`config.mk`:
```
export PLATFORM = sky130hd
export DESIGN_NAME = line_pixel_generator_unit
export DESIGN_NICKNAME = d
export VERILOG_FILES = /design/src/lpg_pkg.sv /design/src/lpg_queue.sv /design/src/lpg_front.sv /design/src/lpg_back.sv /design/src/line_pixel_generator_unit.sv
export SDC_FILE = /design/constraint.sdc
export NUM_CORES = 1
export LEC_CHECK = 0
export ABC_AREA = 1
export BUFFER_PORTS_ARGS = -buffer_cell sky130_fd_sc_hd__buf_2
export CAP_MARGIN = 10
export CORE_ASPECT_RATIO = 0.5
export CORE_MARGIN = 2
export CORE_UTILIZATION = 60
export DETAILED_ROUTE_END_ITERATION = 16
export GPL_TIMING_DRIVEN = 1
export HOLD_SLACK_MARGIN = 0.05
export PLACE_DENSITY = 0.77
export SLEW_MARGIN = 30
export SYNTH_ARGS = -nofsm -noshare
export SYNTH_HDL_FRONTEND = slang
export SYNTH_SLANG_ARGS = --single-unit
```
`constraint.sdc`:
```
create_clock -name clk -period 4.93 [get_ports clk]
set_input_delay 0.2465 -clock clk [delete_from_list [all_inputs] [get_ports clk]]
set_output_delay 0.2465 -clock clk [all_outputs]
set_load 0.02 [all_outputs]
```
`src/lpg_pkg.sv`:
```
// Package for the line pixel generator: word types of both channels, mode and
// direction codes, and default sizes. No dependencies.
`default_nettype none

package lpg_pkg;

  // Width of every coordinate field on the ports.
  localparam int FIELD_BITS = 11;

  // Default width of the internal coordinate arithmetic.
  localparam int COORD_BITS_DEF = 11;

  // Number of entries in the queue between the front and the back.
  localparam int QUEUE_DEPTH = 2;

  // Mode codes of an input word.
  localparam logic MODE_LOAD    = 1'b0;
  localparam logic MODE_ADVANCE = 1'b1;

  // Step direction of one axis.
  localparam logic [1:0] DIR_NONE  = 2'd0;
  localparam logic [1:0] DIR_PLUS  = 2'd1;
  localparam logic [1:0] DIR_MINUS = 2'd3;

  typedef struct packed {
    logic                  mode;
    logic [FIELD_BITS-1:0] start_x;
    logic [FIELD_BITS-1:0] start_y;
    logic [FIELD_BITS-1:0] end_x;
    logic [FIELD_BITS-1:0] end_y;
  } in_word_t;

  typedef struct packed {
    logic [FIELD_BITS-1:0] pixel_x;
    logic [FIELD_BITS-1:0] pixel_y;
    logic                  last;
  } out_word_t;

  // Bits of one queued command: load flag, start column and row, both spans,
  // the major span and both directions.
  function automatic int cmd_bits(input int cw);
    return 5 * cw + 5;
  endfunction

endpackage

`default_nettype wire

```
`src/lpg_queue.sv`:
```
// Small first-word-fall-through queue between the front and the back.
// Depends on nothing; width and depth come from the instantiating module.
`default_nettype none

module lpg_queue #(
  parameter int WIDTH = 60,
  parameter int DEPTH = 2
) (
  input  wire logic             clk,
  input  wire logic             rst,
  input  wire logic             push,
  input  wire logic [WIDTH-1:0] push_data,
  output logic                  full,
  output logic                  nonempty,
  input  wire logic             pop,
  output logic [WIDTH-1:0]      pop_data
);

  localparam int PW = (DEPTH > 1) ? $clog2(DEPTH) : 1;
  localparam int CW = $clog2(DEPTH + 1);

  logic [WIDTH-1:0] slots [DEPTH];
  logic [PW-1:0]    wr_ptr;
  logic [PW-1:0]    rd_ptr;
  logic [CW-1:0]    count;

  assign full     = (count == CW'(DEPTH));
  assign nonempty = (count != '0);
  assign pop_data = slots[rd_ptr];

  function automatic logic [PW-1:0] bump(input logic [PW-1:0] p);
    return (p == PW'(DEPTH - 1)) ? '0 : p + PW'(1);
  endfunction

  always_ff @(posedge clk) begin
    if (rst) begin
      wr_ptr <= '0;
      rd_ptr <= '0;
      count  <= '0;
    end else begin
      if (push) begin
        wr_ptr <= bump(wr_ptr);
      end
      if (pop) begin
        rd_ptr <= bump(rd_ptr);
      end
      if (push && !pop) begin
        count <= count + CW'(1);
      end else if (pop && !push) begin
        count <= count - CW'(1);
      end
    end
    if (push) begin
      slots[wr_ptr] <= push_data;
    end
  end

endmodule

`default_nettype wire

```
`src/lpg_front.sv`:
```
// Front of the line pixel generator: takes input words, works out spans,
// directions and the major span of a load, and pushes commands to the queue.
// Depends on lpg_pkg.
`default_nettype none

module lpg_front #(
  parameter int COORD_BITS = lpg_pkg::COORD_BITS_DEF
) (
  input  wire logic                                    clk,
  input  wire logic                                    rst,
  input  wire logic                                    cmd_valid,
  output logic                                         cmd_stall,
  input  wire lpg_pkg::in_word_t                       cmd,
  output logic                                         q_push,
  input  wire logic                                    q_full,
  output logic [lpg_pkg::cmd_bits(COORD_BITS)-1:0]     q_data
);

  import lpg_pkg::*;

  localparam int CW = COORD_BITS;

  typedef struct packed {
    logic          load;
    logic [CW-1:0] col;
    logic [CW-1:0] row;
    logic [CW-1:0] span_col;
    logic [CW-1:0] span_row;
    logic [CW-1:0] major;
    logic [1:0]    dir_col;
    logic [1:0]    dir_row;
  } cmd_t;

  cmd_t          held;
  cmd_t          held_next;
  logic          held_valid;
  logic [CW-1:0] sx, sy, ex, ey;
  logic [CW-1:0] span_c, span_r;
  logic [1:0]    dir_c, dir_r;

  // The held word leaves whenever the queue has room.
  assign cmd_stall = held_valid && q_full;
  assign q_push    = held_valid && !q_full;
  assign q_data    = held;

  always_comb begin
    sx = CW'(cmd.start_x);
    sy = CW'(cmd.start_y);
    ex = CW'(cmd.end_x);
    ey = CW'(cmd.end_y);

    if (ex > sx) begin
      span_c = ex - sx;
      dir_c  = DIR_PLUS;
    end else if (ex < sx) begin
      span_c = sx - ex;
      dir_c  = DIR_MINUS;
    end else begin
      span_c = '0;
      dir_c  = DIR_NONE;
    end

    if (ey > sy) begin
      span_r = ey - sy;
      dir_r  = DIR_PLUS;
    end else if (ey < sy) begin
      span_r = sy - ey;
      dir_r  = DIR_MINUS;
    end else begin
      span_r = '0;
      dir_r  = DIR_NONE;
    end

    held_next.load     = (cmd.mode == MODE_LOAD);
    held_next.col      = sx;
    held_next.row      = sy;
    held_next.span_col = span_c;
    held_next.span_row = span_r;
    held_next.major    = (span_c > span_r) ? span_c : span_r;
    held_next.dir_col  = dir_c;
    held_next.dir_row  = dir_r;
  end

  always_ff @(posedge clk) begin
    if (rst) begin
      held_valid <= 1'b0;
    end else if (!cmd_stall) begin
      held_valid <= cmd_valid;
    end
    if (cmd_valid && !cmd_stall) begin
      held <= held_next;
    end
  end

endmodule

`default_nettype wire

```
`src/lpg_back.sv`:
```
// Back of the line pixel generator: the error-accumulator stepper and the
// registered pixel output. Depends on lpg_pkg.
`default_nettype none

module lpg_back #(
  parameter int COORD_BITS = lpg_pkg::COORD_BITS_DEF
) (
  input  wire logic                                    clk,
  input  wire logic                                    rst,
  input  wire logic                                    q_nonempty,
  input  wire logic [lpg_pkg::cmd_bits(COORD_BITS)-1:0] q_data,
  output logic                                         q_pop,
  output logic                                         pix_valid,
  input  wire logic                                    pix_stall,
  output lpg_pkg::out_word_t                           pix
);

  import lpg_pkg::*;

  localparam int CW = COORD_BITS;
  localparam int AW = COORD_BITS + 1;

  typedef struct packed {
    logic          load;
    logic [CW-1:0] col;
    logic [CW-1:0] row;
    logic [CW-1:0] span_col;
    logic [CW-1:0] span_row;
    logic [CW-1:0] major;
    logic [1:0]    dir_col;
    logic [1:0]    dir_row;
  } cmd_t;

  cmd_t          head;
  logic          room;
  logic          busy;
  logic [CW-1:0] cur_col, cur_row;
  logic [AW-1:0] acc_col, acc_row;
  logic [CW-1:0] span_col, span_row;
  logic [1:0]    dir_col, dir_row;
  logic [CW-1:0] major_span;
  logic [AW-1:0] steps_done;
  logic [AW-1:0] sum_col, sum_row;
  logic [AW-1:0] major_ext;
  logic          step_col, step_row;
  logic          is_last;
  logic          emit;

  function automatic logic [CW-1:0] move(input logic [CW-1:0] pos, input logic [1:0] dir);
    logic [CW-1:0] r;
    unique case (dir)
      DIR_PLUS:  r = pos + CW'(1);
      DIR_MINUS: r = pos - CW'(1);
      default:   r = pos;
    endcase
    return r;
  endfunction

  assign head  = q_data;
  assign room  = !pix_valid || !pix_stall;
  assign q_pop = q_nonempty && room;
  assign emit  = q_pop && !head.load && busy;

  always_comb begin
    major_ext = AW'(major_span);
    sum_col   = acc_col + AW'(span_col);
    sum_row   = acc_row + AW'(span_row);
    step_col  = sum_col > major_ext;
    step_row  = sum_row > major_ext;
    is_last   = (steps_done == major_ext + AW'(1));
  end

  always_ff @(posedge clk) begin
    if (rst) begin
      busy      <= 1'b0;
      pix_valid <= 1'b0;
    end else begin
      if (q_pop && head.load) begin
        busy <= 1'b1;
      end else if (emit && is_last) begin
        busy <= 1'b0;
      end
      if (room) begin
        pix_valid <= emit;
      end
    end

    if (q_pop && head.load) begin
      cur_col    <= head.col;
      cur_row    <= head.row;
      span_col   <= head.span_col;
      span_row   <= head.span_row;
      dir_col    <= head.dir_col;
      dir_row    <= head.dir_row;
      major_span <= head.major;
      acc_col    <= '0;
      acc_row    <= '0;
      steps_done <= '0;
    end else if (emit) begin
      acc_col    <= step_col ? sum_col - major_ext : sum_col;
      acc_row    <= step_row ? sum_row - major_ext : sum_row;
      cur_col    <= step_col ? move(cur_col, dir_col) : cur_col;
      cur_row    <= step_row ? move(cur_row, dir_row) : cur_row;
      steps_done <= steps_done + AW'(1);
    end

    if (emit) begin
      pix.pixel_x <= FIELD_BITS'(cur_col);
      pix.pixel_y <= FIELD_BITS'(cur_row);
      pix.last    <= is_last;
    end
  end

endmodule

`default_nettype wire

```
`src/line_pixel_generator_unit.sv`:
```
// Top level of the line pixel generator: front, command queue and back.
// Depends on lpg_pkg, lpg_front, lpg_queue and lpg_back.
//
//   channel | signals                 | word          | direction
//   --------+-------------------------+---------------+----------
//   cmd     | cmd_valid, cmd_stall    | in_word_t     | in
//   pix     | pix_valid, pix_stall    | out_word_t    | out
//
// The block takes one word per clock while cmd_stall is low. A word is held
// in the front register, then written into the queue; the pixel of an advance
// word is registered in the output register once it leaves the queue. The
// stepper in the back updates both accumulators and the current pixel together,
// which sets the sustained rate of one pixel per clock while pix_stall is low.
// Reset is synchronous and active high; it leaves the block idle with an
// empty queue. A stall on the pixel side holds the output register, then
// fills the queue, and only then stalls the command side.
`default_nettype none

module line_pixel_generator_unit #(
  parameter int COORD_BITS = lpg_pkg::COORD_BITS_DEF
) (
  input  wire logic               clk,
  input  wire logic               rst,
  input  wire logic               cmd_valid,
  output logic                    cmd_stall,
  input  wire lpg_pkg::in_word_t  cmd,
  output logic                    pix_valid,
  input  wire logic               pix_stall,
  output lpg_pkg::out_word_t      pix
);

  import lpg_pkg::*;

  localparam int QW = cmd_bits(COORD_BITS);

  logic          q_push;
  logic          q_full;
  logic          q_nonempty;
  logic          q_pop;
  logic [QW-1:0] q_in;
  logic [QW-1:0] q_out;

  // The front classifies each word and precomputes the line setup of a load.
  lpg_front #(
    .COORD_BITS(COORD_BITS)
  ) u_front (
    .clk       (clk),
    .rst       (rst),
    .cmd_valid (cmd_valid),
    .cmd_stall (cmd_stall),
    .cmd       (cmd),
    .q_push    (q_push),
    .q_full    (q_full),
    .q_data    (q_in)
  );

  // The queue lets the front keep taking words while the output is stalled.
  lpg_queue #(
    .WIDTH(QW),
    .DEPTH(QUEUE_DEPTH)
  ) u_queue (
    .clk       (clk),
    .rst       (rst),
    .push      (q_push),
    .push_data (q_in),
    .full      (q_full),
    .nonempty  (q_nonempty),
    .pop       (q_pop),
    .pop_data  (q_out)
  );

  // The back steps the line and owns the registered pixel output.
  lpg_back #(
    .COORD_BITS(COORD_BITS)
  ) u_back (
    .clk        (clk),
    .rst        (rst),
    .q_nonempty (q_nonempty),
    .q_data     (q_out),
    .q_pop      (q_pop),
    .pix_valid  (pix_valid),
    .pix_stall  (pix_stall),
    .pix        (pix)
  );

  // The command side is only held off when the queue has no room.
  a_stall_only_when_full: assert property (@(posedge clk) disable iff (rst)
    cmd_stall |-> q_full)
    else $error("command side stalled while the queue had room");

  // A held pixel must keep the back from consuming queued commands.
  a_no_pop_while_held: assert property (@(posedge clk) disable iff (rst)
    (pix_valid && pix_stall) |-> !q_pop)
    else $error("queue popped while the output word was stalled");

  // A freshly presented pixel always comes from a command popped in the previous cycle.
  a_pixel_from_pop: assert property (@(posedge clk) disable iff (rst)
    (pix_valid && !($past(pix_valid) && $past(pix_stall))) |-> $past(q_pop))
    else $error("pixel appeared without a popped command");

endmodule

`default_nettype wire

```
Word-level counts from Yosys, hierarchy flattened
Memories as Yosys holds them, arrays and structs flattened. A register that Yosys moved wholly into a read port is not among the register bits. Index checks and enable logic that the tools add are counted.

Output and inout port bits: 25. Memories kept: 1. Input bits: 49. Flip-flop bits (word level): 185. Word-level logic and storage cells: 115. RAM bits: 120.

Multiplexer cells: 27. Order comparisons: 7. Add/subtract/negate cells: 18. Eq/ne operators: 6. Bitwise gates (word level): 1. Reductions and logical operators: 28.

Memory list: u_queue.slots (words 2, bits a word 60, rd ports 1, clocked after memory_dff 1, write ports 1, RTL line lpg_queue.sv:22) `logic [WIDTH-1:0] slots [DEPTH];`.

Operators by type and width (number): 11-bit two-way mux (11); 11-bit one-hot mux with 2 select lines (2); 11-bit subtractor (4); 11-bit > comparator (3); 12-bit by 11-bit adder with 12-bit output (2); 12-bit by 11-bit > comparator with 1-bit output (2); 12-bit two-way mux (2); 12-bit by 11-bit subtractor with 12-bit output (2); 11-bit by 1-bit adder with 11-bit output, second input constant (2); 11-bit < comparator (2); 11-bit by 1-bit subtractor with 11-bit output, second input constant (2); 11-bit by 1-bit adder with 12-bit output, second input constant (1); 12-bit by 1-bit adder with 12-bit output, second input constant (1); 12-bit equality test (1); 2-bit nonzero test (6); 1-bit logical AND (10); 1-bit two-way mux (8); 2-bit two-way mux (4); 1-bit zero test (7); 2-bit equality test, second input constant (3); 3-bit AND reduction (2); 3-bit nonzero test (2); 2-bit by 1-bit equality test with 1-bit output, second input constant (2); 1-bit adder, second input constant (2); other kinds (4) (4).

Logic depth before layout (Yosys ltp)
Depth after elaboration: 8. Depth in mapped cells: 24. Mapped depth without buffers: 23.

Cells and area by module
From an unflattened synthesis, not the netlist that was laid out.

Cell total of the unflattened synthesis: 1946. Area, all modules: 18320.1 um2.

Modules (own cells, without submodules): lpg_back (seq. area each 3223.1 um2, cells each 1053, times used 1, area each 8380.5 um2); lpg_front (seq. area each 1821.7 um2, cells each 673, times used 1, area each 5077.4 um2); lpg_queue (seq. area each 3703.6 um2, cells each 220, times used 1, area each 4862.2 um2).

Worst setup path after synthesis
OpenSTA, ideal clock, no wires.

Kind: flip-flop to flip-flop. Start point: reg u_queue.count[0]. End point: mem u_queue.slots[1][0] (enable). Cell stages (with the launch flop): 5. Period minus slack after synthesis: 3.749 ns. Setup time: 0.479 ns. Path buffers: 0. Arrival: 3.269 ns. Path slack: 1.181 ns. Data required time: 4.451 ns. Cells stage by stage: dfxtp_1 -> inv_1 -> a21oi_1 -> inv_1 -> nor2_1.

Cells in the longest elaborated chain, start to end: 5.

Ends and longest elaborated chain: start, declared (RTL line lpg_queue.sv:25) `logic [CW-1:0] count;`; start signal, assigned (RTL line lpg_queue.sv:48) `count <= count + CW'(1);`; start signal, assigned (RTL line lpg_queue.sv:50) `count <= count - CW'(1);`; 2-bit equality test (RTL line lpg_queue.sv:27) `assign full = (count == CW'(DEPTH));`; 1-bit zero test (RTL line lpg_front.sv:43) `assign q_push = held_valid && !q_full;`; 1-bit logical AND (RTL line lpg_front.sv:43); net q_push (RTL line line_pixel_generator_unit.sv:36) `logic q_push;`; 1-bit two-way mux (RTL line lpg_queue.sv:53) `if (push) begin`; 1-bit two-way mux (implied by the code) (RTL line lpg_queue.sv:54) `slots[wr_ptr] <= push_data;`; end, declared (RTL line lpg_queue.sv:22).

The timed path passes the listed nets, and every way through them passes these cells.

Worst setup path after layout
Start point: reg u_back.span_col[0]. End point: reg u_back.cur_col[5] (enable).

Cells in the longest elaborated chain, start to end: 4.

Ends and longest elaborated chain: start, declared (RTL line lpg_back.sv:39) `logic [CW-1:0] span_col, span_row;`; start signal, assigned (RTL line lpg_back.sv:91) `span_col <= head.span_col;`; 12-bit by 11-bit adder with 12-bit output (RTL line lpg_back.sv:66) `sum_col = acc_col + AW'(span_col);`; 12-bit by 11-bit > comparator with 1-bit output (RTL line lpg_back.sv:68) `step_col = sum_col > major_ext;`; 2-bit nonzero test (no source line); 3-bit AND reduction (no source line); end signal, assigned (RTL line lpg_back.sv:89) `cur_col <= head.col;`; end signal, assigned (RTL line lpg_back.sv:102) `cur_col <= step_col ? move(cur_col, dir_col) : cur_col;`; end, declared (RTL line lpg_back.sv:37) `logic [CW-1:0] cur_col, cur_row;`.

Every way passes these cells. A chain may end at the register's enable or synchronous reset.

==> run_results.csv <==
group,metric,value,unit
run_status,outcome,"completed",
floorplanning,die_w,244,µm
clock_network,cts.clk_slew.worst_paths,0.08,ns
power,cellPowerDensity,616,nW/µm²
power,ir_drop,0.000365,V
critical_path,worst-path-max-fanout,12,
logic_synthesis,synth_top_cell_by_area,"edfxtp_1",
routing,wirelength_met1,18200,µm
routing,routedWlPerCell,15.8,µm
clock_network,cts-htree-levels,1,
critical_path,cp.arrival,4.24,ns
logic_synthesis,mappedNetlistArea,17300,µm²
logic_synthesis,synth_async_sr_flop_share,0,
clock_network,clk_path_buf_depth,3,
logic_synthesis,yosys.cell_types.count,53,
finish,nets,2176,
sta,slew_headroom,0.442,
routing,highest_routed_layer,"met4",
clock_network,cts_hold_buffers,26,
place,portBuffers,73,
sta,hold_viol,0,
global_route,grt_use_total,0.257,
clock_network,clkSinkCount,306,
floorplanning,fp.dieArea,30300,µm²
global_route,grt_pass1_vias,11877,
floorplanning,chipHeight,124,µm
clock_network,clockRootBuffer,"clkbuf_16",
routing,sum_of_routed_wire_length_over_all_layers,38000,µm
sta,grt_setup_unrepaired,"false",
global_route,grt_pass1_wl,61200,µm
logic_synthesis,ys_dominant_reg_cell,"edfxtp_1",
power,power.total,11.8,mW
routing,ant_nets,0,
floorplanning,ioPinCount,74,
sta,final_min_period,4.04,ns
clock_network,cts-resized-gates,0,
routing,drc_errors,0,
power,static-leakage-power,8.50,nW
finish,area_growth_syn_to_layout,10.3,%
logic_synthesis,synth.top_cells.by_area,"edfxtp_1, nand2_1, ha_1",
routing,total_vias_in_the_final_route,13041,
logic_synthesis,ys_ff_latch,306,
routing,wl_met3,2600,µm
global_route,antenna_found_initial,0,
sta,finalMaxSlewViolations,0,
place,gpl.final_weighted_congestion,0.930,
finish,antenna_cells_inserted,0,
logic_synthesis,synth_top_cells_by_count,"nand2_1, edfxtp_1, inv_1",
sta,max_freq,248,MHz
routing,route.met2.wl,16400,µm
routing,vias_per_cell,5.43,
logic_synthesis,synth.most_common_cell,"nand2_1",
sta,fin_worst_skew,0.0145,ns
clock_network,clkLatencyLatePin,0.56,ns
global_route,global_route.overflow_total,0,
min_path,min_delay_path_class,"in2reg",
sta,timing_worst_slew_pin_value,0.837,ns
routing,drt-pass1-iter-count,5,
critical_path,end_kind,"flip-flop",
logic_synthesis,synth_enable_flop_cells,262,
clock_network,numCtsBuffers,27,
critical_path,cp-start-kind,"flip-flop",
logic_synthesis,synthCells,1908,
clock_network,post_cts.repair.setup_buffers,0,
critical_path,setup.worst_path.class,"reg2reg",
logic_synthesis,synthDominantCellAreaShare,0.454,
clock_network,tritoncts_clock_tree,"done",
logic_synthesis,mappedNetlistNets,2085,
floorplanning,placementRows,43,
sta,period_share,0.819,
logic_synthesis,synth_sequential_area_ratio,0.505,
sta,fin_tns_setup,0,ns
finish,final_layout_size_suffix_gt1_frac,0.0931,
critical_path,worst_ep_required_time,5.13,ns
sta,finalSetupViolCount,0,
logic_synthesis,yosys_warnings,0,
place,detailed_place_hpwl,27800,µm
global_route,grt_max_degree,61,
routing,drt_first_iter_violations,1167,
run,maxCapViolCount,0,
floorplanning,design.core.area,28000,µm²
logic_synthesis,postSynthAreaPerCell,9.08,µm²
floorplanning,start_util,0.618,
==> per-layer routing <==
| layer | vias up | global-route usage |
|---|---|---|
| li1 | 6567 | - |
| met1 | 5955 | 0.385 |
| met2 | 455 | 0.400 |
| met3 | 64 | 0.0334 |
| met4 | 0 | 0.0614 |
| met5 | - | 0 |
==> where the power goes <==
group	switching (mW)	leakage (nW)	internal (mW)	total (mW)
clock network	0.961	0.407	1.05	2.01
registers	0.339	2.79	3.60	3.94
logic	3.78	5.30	2.04	5.82
total	5.08	8.50	6.70	11.8
==> final timing paths <==
kind	startpoint	end	slack, ns	cells after the start
min	cmd[11]	u_front.q_data[26]	0.31	4
min reg2reg	u_front.q_data[24]	u_queue.slots[0][24]	0.44	0
max reg2reg	u_back.span_col[0]	u_back.cur_col[5]	0.89	17
max	u_back.span_col[0]	u_back.cur_col[5]	0.89	17
==> per-stage QoR <==
step	instance area, µm²	utilization	setup slack (ns)	hold WS (ns)	std cells
floorplan	17300	-	1.18	0.345	1908
global placement	18000	0.643	1.02	0.422	2326
detailed placement	18000	0.643	0.932	0.430	2326
CTS	19100	0.682	0.913	0.296	2402
global route	19100	0.682	0.593	0.328	2402
finish	19100	0.682	0.893	0.313	2402
==> area by class of cell <==
type	instances	area, µm²
flip-flops and latches	306	8750
multi-input cells	1305	7420
clock buffers	36	719
fillers	2117	8910
clock inverters	14	115
repair buffers	108	693
inverters	251	945
well taps	382	478
==> registers in the layout, indices dropped and copies added (netlist names), named ones only <==
register            flops
u_back.acc_row         12
u_queue.wr_ptr          1
u_back.acc_col         12
u_queue.slots         120
u_back.cur_col         11
u_back.busy             1
u_back.steps_done      12
u_back.span_col        11
u_back.pix             23
u_front.q_data         60
u_back.span_row        11
u_front.held_valid      1
u_back.cur_row         11
u_back.pix_valid        1
u_queue.count           2
u_back.dir_col          2
u_back.dir_row          2
u_queue.rd_ptr          1
u_back.major_span      11
==> cell usage in the layout, fill, tap and decap left out, types with 9 or more instances in the layout <==
master         count
nand2_1          520
edfxtp_1         262
inv_1            233
nand3_1          149
a21oi_1          125
ha_1             118
nor2_1           100
buf_2             73
o21ai_0           48
xor2_1            43
dfxtp_1           43
clkbuf_16         27
dlygate4sd3_1     26
nand4_1           24
xnor2_1           24
inv_2             16
nor3_1            14
a31oi_1           13
or2_2             13
o21ai_1           10
o21bai_1          10
fa_1              10
nand3b_1           9
buf_4              9
==> kinds of logic after synthesis <==
kind of cell | count (synthesis) | synth area share
compound gates | 243 | 0.0795
xor+xnor | 67 | 0.0339
fa+ha+maj | 128 | 0.0967
buf+inv | 297 | 0.0682
flops | 306 | 0.505
mux | 2 | 0.00116
simple gates | 865 | 0.216
==> worst max-delay path: stages (launching register included) <==
cell and delay (ns):
edfxtp_1 0.37, ha_1 0.25, fa_1 0.50, nand3_1 0.10, nand3_1 0.11, xor2_1 0.20
inv_1 0.07, ha_1 0.35, nand2_1 0.12, nor2_1 0.19, nand2_1 0.08, nand2_1 0.10
nand2_1 0.06, nand2_1 0.09, inv_1 0.18, nand2_2 0.31, nand3_1 0.13, nand2_1 0.46
Note: power is estimated with default switching activity, not from simulation.
